==> src/hw/rtl/spq_pkg.sv <==
// ----------------------------------------------------------------------------
// spq_pkg
// shared types and constants for the sorted priority queue
// ----------------------------------------------------------------------------
package spq_pkg;

  localparam int unsigned KeyW    = 32;
  localparam int unsigned ModeW   = 2;
  localparam int unsigned StatusW = 2;

  typedef logic signed [KeyW-1:0] key_t;

  // operation codes carried in the mode field
  typedef enum logic [ModeW-1:0] {
    MODE_PUSH  = 2'd0,
    MODE_POP   = 2'd1,
    MODE_CLEAR = 2'd2
  } mode_e;

  typedef enum logic [StatusW-1:0] {
    STATUS_OK    = 2'd0,
    STATUS_EMPTY = 2'd1,
    STATUS_FULL  = 2'd2
  } status_e;

  // operation broadcast to every cell of the chain
  typedef struct packed {
    logic push;
    logic pop;
  } cell_op_t;

endpackage

==> src/hw/rtl/spq_req_if.sv <==
// ----------------------------------------------------------------------------
// spq_req_if
// request channel: operation code and key, valid/ready handshake
// ----------------------------------------------------------------------------
interface spq_req_if;

  logic                          valid;
  logic                          ready;
  logic [spq_pkg::ModeW-1:0]     mode;
  logic signed [spq_pkg::KeyW-1:0] key;

  modport source (output valid, output mode, output key, input ready);
  modport sink   (input valid, input mode, input key, output ready);

endinterface

==> src/hw/rtl/spq_rsp_if.sv <==
// ----------------------------------------------------------------------------
// spq_rsp_if
// response channel: popped key, count and status, valid/ready handshake
// ----------------------------------------------------------------------------
interface spq_rsp_if #(
  parameter int unsigned CountW = 5
);

  logic                            valid;
  logic                            ready;
  logic signed [spq_pkg::KeyW-1:0] popped_key;
  logic                            popped_valid;
  logic [CountW-1:0]               entry_count;
  logic [spq_pkg::StatusW-1:0]     status;

  modport source (
    output valid, output popped_key, output popped_valid,
    output entry_count, output status, input ready
  );
  modport sink (
    input valid, input popped_key, input popped_valid,
    input entry_count, input status, output ready
  );

endinterface

==> src/hw/rtl/spq_cell.sv <==
// ----------------------------------------------------------------------------
// spq_cell
// one slot of the sorted chain: compare with the new key, shift or load
// ----------------------------------------------------------------------------
module spq_cell (
  input  logic                clk_i,
  input  spq_pkg::cell_op_t   op_i,
  input  spq_pkg::key_t       new_key_i,
  input  spq_pkg::key_t       prev_key_i,
  input  logic                prev_le_i,
  input  spq_pkg::key_t       next_key_i,
  input  logic                valid_i,
  input  logic                at_count_i,
  output logic                le_o,
  output spq_pkg::key_t       key_o
);

  spq_pkg::key_t key_q, key_d;

  // slot holds an entry not above the new key: insertion point is here or earlier
  assign le_o = valid_i && (key_q <= new_key_i);

  always_comb begin
    key_d = key_q;
    if (op_i.push) begin
      if (prev_le_i) begin
        key_d = prev_key_i;
      end else if (le_o || at_count_i) begin
        key_d = new_key_i;
      end
    end else if (op_i.pop) begin
      key_d = next_key_i;
    end
  end

  always_ff @(posedge clk_i) begin
    key_q <= key_d;
  end

  assign key_o = key_q;

endmodule

==> src/hw/rtl/sorted_priority_queue.sv <==
// ----------------------------------------------------------------------------
// sorted_priority_queue
// bounded priority queue of signed keys held in a chain of compare/shift cells
// ----------------------------------------------------------------------------
// One request is taken per clock cycle: push, pop of the largest key, or
// clear. The keys live in a row of DEPTH cells kept in descending order, the
// largest in cell 0. On a push every cell compares its key with the new one in
// parallel; cells past the insertion point take their upper neighbor's key and
// the cell at the insertion point loads the new key, so the whole row is
// updated at the same clock edge. A pop returns cell 0 and shifts every key one cell
// up. Among equal keys the most recently pushed one leaves first. A push into
// a full queue is dropped with status 2, a pop on an empty queue returns
// status 1 and changes nothing. Each request gives exactly one response, held
// in an output register in the cycle after the request transfer; the request
// side stays ready while that register is empty or being drained, so a new
// request can transfer while the previous response is still waiting. The rate
// is one request per cycle while the response side is ready.
// ----------------------------------------------------------------------------
module sorted_priority_queue #(
  parameter int unsigned DEPTH = 16
) (
  input  logic          clk_i,
  input  logic          rst_ni,
  spq_req_if.sink       req_i,
  spq_rsp_if.source     rsp_o
);

  localparam int unsigned CountW = $clog2(DEPTH + 1);

  // ---------------------------------------------------------------------------
  // handshake
  // ---------------------------------------------------------------------------
  logic req_xfer;
  logic rsp_vld_q;

  // request side is free when the response register is empty or draining
  assign req_i.ready = !rsp_vld_q || rsp_o.ready;
  assign req_xfer    = req_i.valid && req_i.ready;

  // ---------------------------------------------------------------------------
  // decode
  // ---------------------------------------------------------------------------
  logic [CountW-1:0]   count_q, count_d;
  logic                full, empty;
  spq_pkg::cell_op_t   op;
  spq_pkg::status_e    status;
  logic                pop_ok;

  assign full  = (count_q == CountW'(DEPTH));
  assign empty = (count_q == '0);

  always_comb begin
    op      = '0;
    status  = spq_pkg::STATUS_OK;
    pop_ok  = 1'b0;
    count_d = count_q;
    case (spq_pkg::mode_e'(req_i.mode))
      spq_pkg::MODE_PUSH: begin
        if (full) begin
          status = spq_pkg::STATUS_FULL;
        end else begin
          op.push = req_xfer;
          count_d = count_q + CountW'(1);
        end
      end
      spq_pkg::MODE_POP: begin
        if (empty) begin
          status = spq_pkg::STATUS_EMPTY;
        end else begin
          op.pop  = req_xfer;
          pop_ok  = 1'b1;
          count_d = count_q - CountW'(1);
        end
      end
      spq_pkg::MODE_CLEAR: begin
        count_d = '0;
      end
      default: begin
        // unused code: no change
      end
    endcase
  end

  // ---------------------------------------------------------------------------
  // cell chain, cell 0 holds the largest key
  // ---------------------------------------------------------------------------
  spq_pkg::key_t cell_key [DEPTH];
  logic          cell_le  [DEPTH];

  for (genvar i = 0; i < DEPTH; i++) begin : g_cell
    spq_pkg::key_t prev_key, next_key;
    logic          prev_le;

    if (i == 0) begin : g_first
      assign prev_key = req_i.key;
      assign prev_le  = 1'b0;
    end else begin : g_mid
      assign prev_key = cell_key[i-1];
      assign prev_le  = cell_le[i-1];
    end

    if (i == DEPTH - 1) begin : g_last
      assign next_key = cell_key[i];
    end else begin : g_inner
      assign next_key = cell_key[i+1];
    end

    spq_cell u_cell (
      .clk_i      (clk_i),
      .op_i       (op),
      .new_key_i  (req_i.key),
      .prev_key_i (prev_key),
      .prev_le_i  (prev_le),
      .next_key_i (next_key),
      .valid_i    (CountW'(i) < count_q),
      .at_count_i (CountW'(i) == count_q),
      .le_o       (cell_le[i]),
      .key_o      (cell_key[i])
    );
  end

  // ---------------------------------------------------------------------------
  // count and response register
  // ---------------------------------------------------------------------------
  spq_pkg::key_t       pkey_q;
  logic                pvld_q;
  logic [CountW-1:0]   rcount_q;
  spq_pkg::status_e    status_q;

  always_ff @(posedge clk_i or negedge rst_ni) begin
    if (!rst_ni) begin
      count_q   <= '0;
      rsp_vld_q <= 1'b0;
    end else begin
      if (req_xfer) begin
        count_q   <= count_d;
        rsp_vld_q <= 1'b1;
      end else if (rsp_o.ready) begin
        rsp_vld_q <= 1'b0;
      end
    end
  end

  // response payload, loaded on each request transfer
  always_ff @(posedge clk_i) begin
    if (req_xfer) begin
      pkey_q   <= pop_ok ? cell_key[0] : '0;
      pvld_q   <= pop_ok;
      rcount_q <= count_d;
      status_q <= status;
    end
  end

  assign rsp_o.valid        = rsp_vld_q;
  assign rsp_o.popped_key   = pkey_q;
  assign rsp_o.popped_valid = pvld_q;
  assign rsp_o.entry_count  = rcount_q;
  assign rsp_o.status       = status_q;

endmodule

==> src/flat_wrapper.sv <==
// flat-port wrapper written by rule: the top's interface ports become plain ports
module sorted_priority_queue_flat 
#(
  parameter int unsigned DEPTH = 16
)
  (clk_i, rst_ni, req_i_valid, req_i_mode, req_i_key, req_i_ready, rsp_o_valid, rsp_o_popped_key, rsp_o_popped_valid, rsp_o_entry_count, rsp_o_status, rsp_o_ready);
  spq_req_if req_i_i ();
  spq_rsp_if #(.CountW((5))) rsp_o_i ();
  input  logic clk_i;
  input  logic rst_ni;
  input wire logic [$bits(req_i_i.valid)-1:0] req_i_valid;
  input wire logic [$bits(req_i_i.mode)-1:0] req_i_mode;
  input wire logic [$bits(req_i_i.key)-1:0] req_i_key;
  output wire logic [$bits(req_i_i.ready)-1:0] req_i_ready;
  output wire logic [$bits(rsp_o_i.valid)-1:0] rsp_o_valid;
  output wire logic [$bits(rsp_o_i.popped_key)-1:0] rsp_o_popped_key;
  output wire logic [$bits(rsp_o_i.popped_valid)-1:0] rsp_o_popped_valid;
  output wire logic [$bits(rsp_o_i.entry_count)-1:0] rsp_o_entry_count;
  output wire logic [$bits(rsp_o_i.status)-1:0] rsp_o_status;
  input wire logic [$bits(rsp_o_i.ready)-1:0] rsp_o_ready;
  assign req_i_i.valid = req_i_valid;
  assign req_i_i.mode = req_i_mode;
  assign req_i_i.key = req_i_key;
  assign req_i_ready = req_i_i.ready;
  assign rsp_o_valid = rsp_o_i.valid;
  assign rsp_o_popped_key = rsp_o_i.popped_key;
  assign rsp_o_popped_valid = rsp_o_i.popped_valid;
  assign rsp_o_entry_count = rsp_o_i.entry_count;
  assign rsp_o_status = rsp_o_i.status;
  assign rsp_o_i.ready = rsp_o_ready;
  sorted_priority_queue #(.DEPTH(DEPTH)) u_core (.clk_i(clk_i), .rst_ni(rst_ni), .req_i(req_i_i), .rsp_o(rsp_o_i));
endmodule
==> config.mk <==
export PLATFORM = sky130hd
export DESIGN_NAME = sorted_priority_queue_flat
export DESIGN_NICKNAME = d
export VERILOG_FILES = /design/src/hw/rtl/spq_pkg.sv /design/src/hw/rtl/spq_req_if.sv /design/src/hw/rtl/spq_rsp_if.sv /design/src/hw/rtl/spq_cell.sv /design/src/hw/rtl/sorted_priority_queue.sv /design/src/flat_wrapper.sv
export SDC_FILE = /design/constraint.sdc
export NUM_CORES = 2
export LEC_CHECK = 0
export BUFFER_PORTS_ARGS = -buffer_cell sky130_fd_sc_hd__buf_2
export CORE_UTILIZATION = 39
export DETAILED_ROUTE_END_ITERATION = 7
export GPL_TIMING_DRIVEN = 1
export SYNTH_ARGS = -nofsm -noshare
export SYNTH_HDL_FRONTEND = slang
export SYNTH_SLANG_ARGS = --single-unit
==> constraint.sdc <==
create_clock -name clk_i -period 7.8 [get_ports clk_i]
set_clock_uncertainty 0.15 [all_clocks]
set_input_delay 0.78 -clock clk_i [delete_from_list [all_inputs] [get_ports clk_i]]
set_output_delay 0.78 -clock clk_i [all_outputs]
set_load 0.1 [all_outputs]
**Word-level counts from Yosys, hierarchy flattened**

Cells that the tools add are included.

- Logic and storage cells: 220
- Flip-flop bits (word level): 558
- Output and inout port bits: 42
- Bits of input ports: 38

- Add/subtract/negate cells: 2
- Reductions and logical operators: 56
- Order comparisons: 32
- Eq/ne operators: 33
- Muxes and demuxes: 75

Operators by type and width:

| operator | number |
|---|---|
| two-way mux 32 bit | 61 |
| less-or-equal comparator 32 bit | 16 |
| equality test 4 x 5 -> 1 bit (first input constant) | 8 |
| < comparator 4 x 5 -> 1 bit (first input constant) | 8 |
| inequality test 3 bit (second input constant) | 13 |
| AND reduction 2 bit | 16 |
| equality test 3 x 5 -> 1 bit (first input constant) | 4 |
| < comparator 3 x 5 -> 1 bit (first input constant) | 4 |
| logical AND 1 bit | 17 |
| logical OR 1 bit | 17 |
| case mux 5 bit (3 select lines) | 1 |
| equality test 2 x 5 -> 1 bit (first input constant) | 2 |
| < comparator 1 x 5 -> 1 bit (first input constant) | 2 |
| < comparator 2 x 5 -> 1 bit (first input constant) | 2 |
| two-way mux 5 bit | 2 |
| two-way mux 1 bit | 9 |
| nonzero test 2 bit | 3 |
| adder 5 x 1 -> 5 bit (second input constant) | 1 |
| equality test 1 x 5 -> 1 bit (first input constant) | 1 |
| equality test 5 bit (second input constant) | 1 |
| zero test 5 bit | 1 |
| subtractor 5 x 1 -> 5 bit (second input constant) | 1 |
| case mux 2 bit (2 select lines) | 1 |
| inequality test 3 x 2 -> 1 bit (second input constant) | 1 |
| 6 further kinds | 6 |

**Longest topological paths before layout**

- Depth in word-level cells: 7
- Mapped depth: 14
- Depth with buffers taken out: 10

**Cells and area by module**

Synthesis repeated with hierarchy kept, for this count alone.

- Cell total of the unflattened synthesis: 4280
- Area, all modules: 41757.5 um^2

By module, submodules not included:

| module | seq. area each (um^2) | instances | area an instance (um^2) | cells each |
|---|---|---|---|---|
| spq_cell | 960.9 | 16 | 2466.1 | 255 |
| sorted_priority_queue | 1351.3 | 1 | 2299.7 | 200 |

**Worst setup path before layout**

Ideal clock, no wire load.

- Path type: flip-flop to flip-flop
- From: register u_core.rsp_vld_q, in the netlist u_core.rsp_o.valid
- To: register u_core.g_cell[3].u_cell.key_q[0], enable pin
- Period minus slack after synthesis: 6.398 ns
- Path buffers: 3
- Arrival: 5.778 ns
- Cell stages (with the launch flop): 9
- Data required time: 7.180 ns
- Setup time: 0.470 ns
- Setup slack: 1.402 ns
- Cell sequence: dfrtp_1 -> nand2b_1 -> nand2_1 -> inv_2 -> nand2_1 -> buf_2 -> buf_2 -> clkbuf_1 -> o31ai_1

- Cells in the longest elaborated chain, start to end: 7
- Elaborated cells between the ends (all ways): 10
- Classes of those cells: 1 x eq/ne; 4 x mux; 5 x reduce/logical

Ends and longest elaborated chain:

| element | line | text |
|---|---|---|
| from (decl) | sorted_priority_queue.sv:34 | `logic rsp_vld_q;` |
| from (signal assigned) | sorted_priority_queue.sv:133 | `rsp_vld_q <= 1'b0;` |
| from (signal assigned) | sorted_priority_queue.sv:137 | `rsp_vld_q <= 1'b1;` |
| from (signal assigned) | sorted_priority_queue.sv:139 | `rsp_vld_q <= 1'b0;` |
| zero test 1 bit * | sorted_priority_queue.sv:37 | `assign req_i.ready = !rsp_vld_q \|\| rsp_o.ready;` |
| logical OR 1 bit * | sorted_priority_queue.sv:37 |  |
| net req_i_ready | flat_wrapper.sv:14 | `output wire logic [$bits(req_i_i.ready)-1:0] req_i_ready;` |
| logical AND 1 bit * | sorted_priority_queue.sv:38 | `assign req_xfer = req_i.valid && req_i.ready;` |
| net u_core.req_xfer | sorted_priority_queue.sv:33 | `logic req_xfer;` |
| two-way mux 1 bit, on equally long branches | sorted_priority_queue.sv:59, sorted_priority_queue.sv:67 |  |
| two-way mux 1 bit | sorted_priority_queue.sv:57 | `case (spq_pkg::mode_e'(req_i.mode))` |
| inequality test 3 bit (no line) / nonzero test 2 bit (equally long branches) | n/a |  |
| AND reduction 2 bit (no line) * | n/a |  |
| to (signal assigned) | spq_cell.sv:37 | `key_q <= key_d;` |
| to (decl) | spq_cell.sv:18 | `spq_pkg::key_t key_q, key_d;` |

Mark *: on every way through the listed nets, which the timed path passes. The rest lies on a longest branch.
A chain may end at the register's enable or synchronous reset.

**Final worst setup path**

- From: input req_i_key[21]
- To: register u_core.g_cell[1].u_cell.key_q[18], enable pin

- Cells in the longest elaborated chain, start to end: 5
- Elaborated cells between the ends (all ways): 7
- Classes of those cells: 2 x order compare; 1 x eq/ne; 4 x reduce/logical

Ends and longest elaborated chain:

| element | line | text |
|---|---|---|
| from (decl) | flat_wrapper.sv:13 | `input wire logic [$bits(req_i_i.key)-1:0] req_i_key;` |
| less-or-equal comparator 32 bit | spq_cell.sv:21 | `assign le_o = valid_i && (key_q <= new_key_i);` |
| logical AND 1 bit | spq_cell.sv:21 |  |
| logical OR 1 bit | spq_cell.sv:28 | `end else if (le_o \|\| at_count_i) begin` |
| inequality test 3 x 2 -> 1 bit (no line) * | n/a |  |
| AND reduction 2 bit (no line) * | n/a |  |
| to (signal assigned) | spq_cell.sv:37 |  |
| to (decl) | spq_cell.sv:18 |  |

Every way passes the cells marked *; elsewhere a longest branch is shown, timed or not.

==> results.yml <==
sta:
  slew_headroom_pct: 25.3
  fin_crit_ps: 5400
  final_max_slew_viol_count: 0
  clock.fmax_ghz: 0.185
  finalHoldViolCount: 0
  finalSetupViolations: 0
  worst_pin_slew_ps: 1120
  setup_slack_ps: 2400
  rsz0062_at_grt: "false"
  period_share_pct: 69.2
  setup_tns_ps: 0
clocking:
  htree_levels: 3
  root_buffer: "clkbuf_16"
  worstSkewPairLatency_ps: 630
  post_cts_buffers: 0
  cts_made_buffers: 68
  clock-sinks: 558
  post_cts_resized: 0
  clk_pin_slew_ps: 50
  clockBufferDepth: 3
  cts_tree: "yes"
route:
  drt-pass1-iter-count: 6
  drt_wl_total_um: 117000
  route.vias.total: 29900
  routed-wl-met3_um: 7070
  wl_met2_um: 53200
  dr.first_iter.drc_count: 2641
  met1_length_um: 53100
  ant_nets: 0
  drc: 0
  vias_per_cell: 5.80
  maxUsedRoutingLayer: "met5"
  post_drt_wl_per_cell_um: 22.7
worst_setup_path:
  path_max_fanout: 23
  endpoint_kind: "flop"
  worst_ep_arrival_time_ps: 5590
  cp_data_required_time_ps: 7990
  path_class: "primary input to flop"
  regToRegSetupSlack_ps: 2610
  crit_family: "simple AND/OR/NAND/NOR gates"
  cp_slowest_cell: "nor4_1"
  r2r_cells: 10
  worst-path-buf-inv: 3
  worstPathCellList: "buf_2, inv_1, ha_1, nand4_1, nor4_1, nor3b_1, or4_1, nand3_2, a211oi_1, o21ai_4, buf_4"
  cpPeakStageDelay_ps: 850
  r2r-start: "u_core.count_q[1]"
  cp-start-kind: "primary input"
  r2r-end: "u_core.g_cell[12].u_cell.key_o[27]"
min_path:
  min_to: "u_core.rsp_o.valid"
  hold_start: "req_i_valid"
  hp-class: "primary input to flop"
  hold_depth: 2
synth:
  synth_area_um2: 39300
  synth_area_leaders: "edfxtp_1, ha_1, mux2i_1"
  syn_nets: 4367
  yosysTopAreaCell: "edfxtp_1"
  synth_cell_types: 70
  synth_cells: 3812
  ys_warn_count: 0
  synth.most_common_cell: "edfxtp_1"
  ys_seq_area_share_pct: 42.6
  avgSynthCellArea_um2: 10.3
  yosys_register_bits: 558
  yosys-top-cells-count: "edfxtp_1, nand2_1, ha_1"
  synth-main-ff-cell: "edfxtp_1"
  synth_edf_count: 552
  ys_async_sr_fraction_pct: 1.08
  yosys.area.top_type_share_pct: 42.2
pwr:
  cellPowerDensity_nw_per_um2: 247
  power_leakage_nw: 17.9
  max-vdd-ir-drop_v: 0.000207
layout:
  area_delta_synth_final_pct: 9.84
  fin_area_um2: 43200
  drive_above_1_share_pct: 7.73
  nets: 4358
  final_core_util_pct: 43.2
placed_design:
  placed_area_um2: 41000
  dp_hpwl_um: 86000
  dp_slack_ps: 1790
  place_congestion: 0.900
  io_buffer_count: 79
floorplan:
  placementRows: 116
  io_pins: 80
  fp.dieArea_um2: 102000
  coreArea_um2: 100000
  die_w_um: 319
  initial_core_util_pct: 39.3
  die_y_um: 319
global_route:
  grt_overflow: 0
  grt_usage_pct: 22.3
  grt_pass1_wl_um: 177000
  grt_max_degree: 269
  antenna_found_initial: 4
  grt_pass1_vias: 28700
outcome:
  status: "complete, no violations"
job:
  max-cap-violations: 0
-- how the worst max path moves through the flow --
| stage | cells past startpoint | end | slack, ps | from |
|---|---|---|---|---|
| after global placement | 12 | u_core.g_cell[9].u_cell.key_o[7] | 1860 | req_i_key[23] |
| after global routing | 11 | u_core.g_cell[1].u_cell.key_o[18] | 2210 | req_i_key[27] |
| after CTS | 12 | u_core.g_cell[9].u_cell.key_o[26] | 2440 | req_i_key[22] |
| final | 11 | u_core.g_cell[1].u_cell.key_o[18] | 2400 | req_i_key[21] |
| after floorplan | 8 | u_core.g_cell[3].u_cell.key_o[0] | 1400 | u_core.rsp_o.valid |
| after detailed placement | 12 | u_core.g_cell[9].u_cell.key_o[7] | 1790 | req_i_key[22] |
-- placed cells by master, fill, tap and decap left out, types with 35 or more instances in the layout --
master / netlist / final
o21ai_0: 481 / 474
mux2i_1: 413 / 412
nand2_1: 547 / 546
clkbuf_16: 0 / 73
buf_4: 23 / 52
inv_1: 105 / 105
a21o_1: 55 / 55
edfxtp_1: 552 / 552
a21oi_1: 244 / 242
nor2_1: 86 / 85
o21ai_1: 81 / 78
buf_2: 58 / 79
nand4_1: 113 / 113
ha_1: 517 / 517
mux2_2: 35 / 35
-- power breakdown --
group	internal (W)	leakage [nW]	switching, W	total (W)
combinational	0.00126	11.7	0.00222	0.00349
clock	0.00181	1.04	0.00130	0.00312
sequential	0.00375	5.14	0.000317	0.00407
-- per-stage QoR --
stage,hold slack (ps),std cells,total power (W)
after global placement,358,5030,0.00751
after global routing,239,5156,0.0112
after CTS,206,5154,0.0107
after detailed placement,379,5030,0.00756
after floorplan,334,3812,0.00657
final,231,5157,0.0107
-- state kept, by name, summed over array words and instances (netlist names) --
signal	flops
u_core.g_cell.u_cell.key_o	512
u_core.rsp_o.popped_key	32
u_core.count_q	5
u_core.rsp_o.entry_count	5
u_core.rsp_o.status	2
u_core.rsp_o.popped_valid	1
u_core.rsp_o.valid	1
-- logic make-up after synthesis --
| logic type | count (synthesis) | synth area share (%) |
|---|---|---|
| flops | 558 | 42.6 |
| fa+ha+maj | 517 | 16.5 |
| mux | 448 | 11.5 |
| xor+xnor | 2 | 0.0446 |
| compound gates | 1027 | 14.8 |
| simple gates | 940 | 10.9 |
| buf+inv | 320 | 3.64 |
-- timing repair --
| action | in CTS | in global routing |
|---|---|---|
| setup endpoints to repair | 0 | 0 |
| endpoints found under the hold margin | 6 | 0 |
| hold buffers | 1 | 0 |
-- final cells by class --
cell class,count,area [um2]
diodes,3,7.51
clock buffers,94,1920
clock inverters,29,205
fillers,9444,56800
inverters,106,398
multi-input cells,2934,21400
flip-flops and latches,558,16700
well taps,1298,1620
repair buffers,135,856
-- per-layer routing --
layer  GRT usage (%)  vias up
met5            1.42        -
met4            7.78        6
met3            3.28      182
met2            35.5      928
met1            30.6    14400
li1                -    14400
Power figures use the tool's default switching activity.
